`src/rtl/modular_exponentiation_unit_macros.svh`:
```
// Assertion macros shared by the modular exponentiation unit's modules.
`ifndef MODULAR_EXPONENTIATION_UNIT_MACROS_SVH
`define MODULAR_EXPONENTIATION_UNIT_MACROS_SVH

`ifndef SYNTHESIS
// Same-cycle implication, checked at each rising edge outside reset.
`define MEXP_ASSERT_IMP(lbl, clk, rst, ante, cons, msg) \
   lbl: assert property (@(posedge clk) disable iff (rst) (ante) |-> (cons)) \
      else $error(msg);
// Next-cycle implication, checked at each rising edge outside reset.
`define MEXP_ASSERT_NXT(lbl, clk, rst, ante, cons, msg) \
   lbl: assert property (@(posedge clk) disable iff (rst) (ante) |=> (cons)) \
      else $error(msg);
`else
`define MEXP_ASSERT_IMP(lbl, clk, rst, ante, cons, msg)
`define MEXP_ASSERT_NXT(lbl, clk, rst, ante, cons, msg)
`endif

`endif

```
`src/rtl/mexp_pkg.sv`:
```
// Shared constants and types of the modular exponentiation unit.
package mexp_pkg;

   // Operand width used for every reduction.
   localparam int WIDTH = 32;
   // Width of the external data fields.
   localparam int DATA_W = 32;
   // Bit counter width of the serial multiplier.
   localparam int CNT_W = $clog2(WIDTH);

   // Status of the serial modular multiplier.
   typedef struct packed {
      logic busy;
      logic done;
   } mm_status_type;

endpackage

```
`src/rtl/mexp_mulmod.sv`:
```
// Bit-serial modular multiplier: one multiplier bit per cycle, MSB first.
`include "modular_exponentiation_unit_macros.svh"

module mexp_mulmod (
   input  logic                                clock,
   input  logic                                reset,
   input  logic                                start,
   input  logic [mexp_pkg::WIDTH-1:0]          x,
   input  logic [mexp_pkg::WIDTH-1:0]          y,
   input  logic [mexp_pkg::WIDTH-1:0]          m,
   output logic [mexp_pkg::WIDTH-1:0]          product,
   output mexp_pkg::mm_status_type             status
);

   logic                          busy_ff, busy_in;
   logic                          done_ff, done_in;
   logic [mexp_pkg::CNT_W-1:0]    cnt_ff, cnt_in;
   logic [mexp_pkg::WIDTH-1:0]    r_ff, r_in;
   logic [mexp_pkg::WIDTH-1:0]    x_ff, x_in;
   logic [mexp_pkg::WIDTH-1:0]    y_ff, y_in;

   logic [mexp_pkg::WIDTH:0]      dbl;
   logic [mexp_pkg::WIDTH-1:0]    r_dbl;
   logic [mexp_pkg::WIDTH:0]      sum;
   logic [mexp_pkg::WIDTH-1:0]    r_add;

   // Doubling step followed by an optional addition of x, each reduced once.
   always_comb begin
      dbl   = {r_ff, 1'b0};
      r_dbl = (dbl >= {1'b0, m}) ? mexp_pkg::WIDTH'(dbl - {1'b0, m})
                                 : dbl[mexp_pkg::WIDTH-1:0];
      sum   = {1'b0, r_dbl} + {1'b0, x_ff};
      r_add = (sum >= {1'b0, m}) ? mexp_pkg::WIDTH'(sum - {1'b0, m})
                                 : sum[mexp_pkg::WIDTH-1:0];
   end

   // Next state: load on start, then walk through the bits of y.
   always_comb begin
      busy_in = busy_ff;
      done_in = 1'b0;
      cnt_in  = cnt_ff;
      r_in    = r_ff;
      x_in    = x_ff;
      y_in    = y_ff;
      if (start) begin
         busy_in = 1'b1;
         cnt_in  = mexp_pkg::CNT_W'(mexp_pkg::WIDTH - 1);
         r_in    = '0;
         x_in    = x;
         y_in    = y;
      end else if (busy_ff) begin
         r_in = y_ff[mexp_pkg::WIDTH-1] ? r_add : r_dbl;
         y_in = {y_ff[mexp_pkg::WIDTH-2:0], 1'b0};
         cnt_in = cnt_ff - 1'b1;
         if (cnt_ff == '0) begin
            busy_in = 1'b0;
            done_in = 1'b1;
         end
      end
   end

   // Control registers are reset; the datapath is not.
   always_ff @(posedge clock) begin
      if (reset) begin
         busy_ff <= 1'b0;
         done_ff <= 1'b0;
      end else begin
         busy_ff <= busy_in;
         done_ff <= done_in;
      end
      cnt_ff <= cnt_in;
      r_ff   <= r_in;
      x_ff   <= x_in;
      y_ff   <= y_in;
   end

   assign product     = r_ff;
   assign status.busy = busy_ff;
   assign status.done = done_ff;

   // The partial product stays reduced throughout the operation.
   `MEXP_ASSERT_IMP(a_partial_reduced, clock, reset, busy_ff && !start, r_ff < m, "partial product not reduced")
   // Completion is never flagged while a product is still being formed.
   `MEXP_ASSERT_IMP(a_done_not_busy, clock, reset, done_ff, !busy_ff, "done while busy")
   // A start always leads to a busy multiplier in the next cycle.
   `MEXP_ASSERT_NXT(a_start_busy, clock, reset, start, busy_ff && !done_ff, "start did not begin")

endmodule

```
`src/rtl/modular_exponentiation_unit.sv`:
```
// Top level of the modular exponentiation unit: sequencer, registers and channels.
//
//  Port group  Direction  Handshake          Content
//  req_        in         req_valid/stall    base, exponent
//  rsp_        out        rsp_valid/stall    result, error
//  csr_        in         csr_wr_en          modulus (reset value 1)
//
// An item needs one product for the base reduction, one per set exponent bit and
// one square per bit below the highest set one, and none for a zero modulus.
// Reset is synchronous; req_stall is high from the transfer until the result sits
// in the output register, which holds it while rsp_stall is high.
`include "modular_exponentiation_unit_macros.svh"

module modular_exponentiation_unit (
   input  logic                          clock,
   input  logic                          reset,
   input  logic                          req_valid,
   output logic                          req_stall,
   input  logic [mexp_pkg::DATA_W-1:0]   req_base,
   input  logic [mexp_pkg::DATA_W-1:0]   req_exponent,
   output logic                          rsp_valid,
   input  logic                          rsp_stall,
   output logic [mexp_pkg::DATA_W-1:0]   rsp_result,
   output logic                          rsp_error,
   input  logic                          csr_wr_en,
   input  logic [mexp_pkg::DATA_W-1:0]   csr_wr_data
);

   typedef enum logic [2:0] {
      ST_IDLE,
      ST_REDUCE,
      ST_DISPATCH,
      ST_MUL,
      ST_SQR,
      ST_DONE
   } state_type;

   state_type                        state_ff, state_in;
   logic [mexp_pkg::DATA_W-1:0]      modulus_ff;
   logic [mexp_pkg::WIDTH-1:0]       e_ff, e_in;
   logic [mexp_pkg::WIDTH-1:0]       acc_ff, acc_in;
   logic [mexp_pkg::WIDTH-1:0]       sq_ff, sq_in;
   logic                             err_ff, err_in;
   logic                             rsp_valid_ff, rsp_valid_in;
   logic [mexp_pkg::DATA_W-1:0]      rsp_result_ff, rsp_result_in;
   logic                             rsp_error_ff, rsp_error_in;

   logic [mexp_pkg::WIDTH-1:0]       m;
   logic [mexp_pkg::WIDTH-1:0]       one_mod;
   logic                             req_xfer;
   logic                             mm_start;
   logic [mexp_pkg::WIDTH-1:0]       mm_x;
   logic [mexp_pkg::WIDTH-1:0]       mm_y;
   logic [mexp_pkg::WIDTH-1:0]       mm_product;
   mexp_pkg::mm_status_type          mm_status;

   // Modulus register, written from the configuration port.
   always_ff @(posedge clock) begin
      if (reset) begin
         modulus_ff <= mexp_pkg::DATA_W'(1);
      end else if (csr_wr_en) begin
         modulus_ff <= csr_wr_data;
      end
   end

   assign m       = modulus_ff[mexp_pkg::WIDTH-1:0];
   assign one_mod = (m == mexp_pkg::WIDTH'(1)) ? '0 : mexp_pkg::WIDTH'(1);

   assign req_stall = (state_ff != ST_IDLE);
   assign req_xfer  = req_valid && !req_stall;

   // Sequencer: reduce the base, then square and multiply per exponent bit.
   always_comb begin
      state_in      = state_ff;
      e_in          = e_ff;
      acc_in        = acc_ff;
      sq_in         = sq_ff;
      err_in        = err_ff;
      rsp_valid_in  = rsp_valid_ff && rsp_stall;
      rsp_result_in = rsp_result_ff;
      rsp_error_in  = rsp_error_ff;
      mm_start      = 1'b0;
      mm_x          = acc_ff;
      mm_y          = sq_ff;
      case (state_ff)
         ST_IDLE: begin
            if (req_xfer) begin
               e_in   = req_exponent[mexp_pkg::WIDTH-1:0];
               acc_in = one_mod;
               if (m == '0) begin
                  err_in   = 1'b1;
                  acc_in   = '0;
                  state_in = ST_DONE;
               end else begin
                  err_in   = 1'b0;
                  mm_start = 1'b1;
                  mm_x     = one_mod;
                  mm_y     = req_base[mexp_pkg::WIDTH-1:0];
                  state_in = ST_REDUCE;
               end
            end
         end
         ST_REDUCE: begin
            if (mm_status.done) begin
               sq_in    = mm_product;
               state_in = ST_DISPATCH;
            end
         end
         ST_DISPATCH: begin
            // A cleared low bit means the multiply for this bit is done.
            if (e_ff == '0) begin
               state_in = ST_DONE;
            end else if (e_ff[0]) begin
               mm_start = 1'b1;
               mm_x     = acc_ff;
               mm_y     = sq_ff;
               state_in = ST_MUL;
            end else begin
               mm_start = 1'b1;
               mm_x     = sq_ff;
               mm_y     = sq_ff;
               state_in = ST_SQR;
            end
         end
         ST_MUL: begin
            if (mm_status.done) begin
               acc_in   = mm_product;
               e_in     = {e_ff[mexp_pkg::WIDTH-1:1], 1'b0};
               state_in = ST_DISPATCH;
            end
         end
         ST_SQR: begin
            if (mm_status.done) begin
               sq_in    = mm_product;
               e_in     = {1'b0, e_ff[mexp_pkg::WIDTH-1:1]};
               state_in = ST_DISPATCH;
            end
         end
         ST_DONE: begin
            if (!rsp_valid_ff || !rsp_stall) begin
               rsp_valid_in  = 1'b1;
               rsp_result_in = mexp_pkg::DATA_W'(acc_ff);
               rsp_error_in  = err_ff;
               state_in      = ST_IDLE;
            end
         end
         default: begin
            state_in = ST_IDLE;
         end
      endcase
   end

   // State and registered outputs.
   always_ff @(posedge clock) begin
      if (reset) begin
         state_ff     <= ST_IDLE;
         rsp_valid_ff <= 1'b0;
      end else begin
         state_ff     <= state_in;
         rsp_valid_ff <= rsp_valid_in;
      end
      e_ff          <= e_in;
      acc_ff        <= acc_in;
      sq_ff         <= sq_in;
      err_ff        <= err_in;
      rsp_result_ff <= rsp_result_in;
      rsp_error_ff  <= rsp_error_in;
   end

   mexp_mulmod u_mulmod (
      .clock   (clock),
      .reset   (reset),
      .start   (mm_start),
      .x       (mm_x),
      .y       (mm_y),
      .m       (m),
      .product (mm_product),
      .status  (mm_status)
   );

   assign rsp_valid  = rsp_valid_ff;
   assign rsp_result = rsp_result_ff;
   assign rsp_error  = rsp_error_ff;

   // A new product is never started while the multiplier is still working.
   `MEXP_ASSERT_IMP(a_start_idle_mul, clock, reset, mm_start, !mm_status.busy, "multiplier restarted while busy")
   // An error result always carries a zero value.
   `MEXP_ASSERT_IMP(a_error_zero, clock, reset, rsp_valid_ff && rsp_error_ff, rsp_result_ff == '0, "error result not zero")
   // An accepted request always leaves the idle state.
   `MEXP_ASSERT_NXT(a_accept_leaves_idle, clock, reset, req_xfer, state_ff != ST_IDLE, "request accepted but still idle")

endmodule

```
`config.mk`:
```
export PLATFORM = sky130hd
export DESIGN_NAME = modular_exponentiation_unit
export DESIGN_NICKNAME = d
export VERILOG_FILES = /design/src/rtl/mexp_pkg.sv /design/src/rtl/mexp_mulmod.sv /design/src/rtl/modular_exponentiation_unit.sv
export VERILOG_INCLUDE_DIRS = /design/src /design/src/rtl
export SDC_FILE = /design/constraint.sdc
export NUM_CORES = 1
export LEC_CHECK = 0
export BUFFER_PORTS_ARGS = -buffer_cell sky130_fd_sc_hd__buf_4
export CAP_MARGIN = 20
export CORE_ASPECT_RATIO = 1.75
export CORE_MARGIN = 2
export CORE_UTILIZATION = 50
export CTS_CLUSTER_DIAMETER = 200
export DETAILED_ROUTE_END_ITERATION = 8
export GPL_TIMING_DRIVEN = 0
export PLACE_DENSITY = 0.78
export SETUP_SLACK_MARGIN = 0.02
export SLEW_MARGIN = 40
export SYNTH_ARGS = -nofsm -noshare
export SYNTH_HDL_FRONTEND = slang
export SYNTH_HIERARCHICAL = 1
export SYNTH_SLANG_ARGS = --single-unit
```
`constraint.sdc`:
```
create_clock -name clock -period 18.1 [get_ports clock]
set_input_delay 3.62 -clock clock [delete_from_list [all_inputs] [get_ports clock]]
set_output_delay 3.62 -clock clock [all_outputs]
set_load 0.01 [all_outputs]
```
==> impl_metrics.tcl <==
set metrics [dict create \
    finalCritPeriodShare_pct 52.9 \
    finalInstanceArea_mm2 0.0190 \
    die_y_um 244 \
    mostFrequentLayoutCell "edfxtp_1" \
    timing.setup.tns_ps 0 \
    drv_slew 0 \
    place_ws_ps 8600 \
    io_buffers 134 \
    synth_fp_nets 1737 \
    rows 87 \
    grt_remaining_overflow 0 \
    final_cell_mix "edfxtp_1, buf_4, nor2_1" \
    slew_headroom_pct 35.8 \
    area_growth_pct 16.0 \
    critPathMaxStageDelay_ps 650 \
    finClkSkew_ps 35.9 \
    drc 0 \
    initial_core_util_pct 50.7 \
    synth_warnings 6 \
    clock_path_buffers 3 \
    gp_congestion 0.979 \
    tightest_slew_ps 954 \
    finalSetupViolCount 0 \
    drive_gt1_share_pct 18.7 \
    dr.pass1.iters 5 \
    post_drt_wl_per_cell_um 23.6 \
    worst_ep_required_time_ps 18520 \
    synth.avg_cell_area_um2 10.7 \
    worstPathArrival_ps 10000 \
    synthCells 1536 \
    path_class "reg2reg" \
    min_period_ps 9580 \
    n_antenna_cell 0 \
    grt_pass1_wl_um 75800 \
    startpoint_type "flip-flop" \
    post_cts_buffers 0 \
    crit_path_end_kind "flip-flop" \
    crit_path_frequent_cell "ha_1" \
    htree_levels 1 \
    slowest_stage "a211oi_2" \
    cts_tree "yes" \
    status "completed" \
    crit_path_max_fanout 10 \
    clock-sinks 269 \
    vias_per_cell 6.13 \
    coreArea_mm2 0.0323 \
    dp_hpwl_um 40000 \
    insertion_delay_ps 580 \
    cts_made_buffers 26 \
    timing.fmax_mhz 104 \
    ant_nets 0 \
    grt_pass1_vias 13300 \
    placed_cell_area_mm2 0.0181 \
    die_area_mm2 0.0343 \
    via_count 13100 \
    routed_wl_um 50200 \
    drt_first_iter_violations 989 \
    worst_slack_ps 8520 \
    hold_viol 0 \
    clk_pin_slew_ps 70 \
    hp-class "reg2reg" \
    rsz0062_at_grt "no" \
    synth_area_mm2 0.0164 \
    grtUsageTotal_pct 28.9 \
    grt_max_degree 33 \
    antenna_found_initial 0 \
    cts_resized 0 \
    cts-root-buf "clkbuf_16" \
    postCtsHoldBufs 0 \
    layout.nets 1911 \
    maxCapViolCount 0 \
    whs_ps 452 \
    die_w_um 141 \
    pin_count 136 \
]
## flip-flops by register name, indices dropped and copies added (netlist names), 3 cells and up
| register | count |
|---|---|
| u_mulmod/product | 32 |
| u_mulmod/x_ff | 32 |
| acc_ff | 32 |
| state_ff | 3 |
| rsp_result | 32 |
| sq_ff | 32 |
| m | 32 |
| u_mulmod/cnt_ff | 5 |
| u_mulmod/y_ff | 32 |
| e_ff | 32 |
## metal layers
| metal | global-route usage [%] | vias to the layer above | wire length [µm] |
|---|---|---|---|
| li1 | - | 6167 | - |
| met1 | 32.5 | 6246 | 18600 |
| met2 | 53.7 | 530 | 26200 |
| met3 | 2.65 | 122 | 2590 |
| met4 | 14.5 | 0 | 2840 |
| met5 | 0 | - | 0 |
## final timing paths
check                                           from             endpoint  slack [ps]  cells past startpoint
worst max-delay path            u_mulmod/product[10]  u_mulmod/product[8]        8520                     32
worst min-delay path                      acc_ff[22]       rsp_result[22]         450                      0
worst max register to register  u_mulmod/product[10]  u_mulmod/product[8]        8520                     32
worst min register to register            acc_ff[22]       rsp_result[22]         450                      0
## cell type report
type	count	area, µm²
buffer	67	350
clock buffer	32	703
clock inverter	16	205
fill	2691	13300
inverter	64	240
multi-input combinational	1136	8550
sequential	269	7330
tap	400	500
timing repair buffer	146	1150
## critical path: cells and delay by family, from the launching register on
| kind | cells | cell delay (ps) |
|---|---|---|
| xor gates and xnor gates | 1 | 230 |
| muxes | 2 | 530 |
| DFF | 1 | 540 |
| and+or+nand+nor | 7 | 1290 |
| AOI/OAI and AO/OA | 14 | 4530 |
| buffers and inverters | 4 | 1070 |
| adders and majority gates | 4 | 1180 |
## metrics by stage
| step | instances | utilization (%) |
|---|---|---|
| 6_report | 2130 | 58.8 |
| 5_1_grt | 2130 | 58.8 |
| 4_1_cts | 2130 | 58.8 |
| 3_5_place_dp | 2082 | 56.0 |
| 3_3_place_gp | 2070 | 55.4 |
| 2_1_floorplan | 1536 | - |
Power is left out: the tool's default activity adds up to more than one toggle a clock period on the data nets, which glitch-free logic cannot reach.
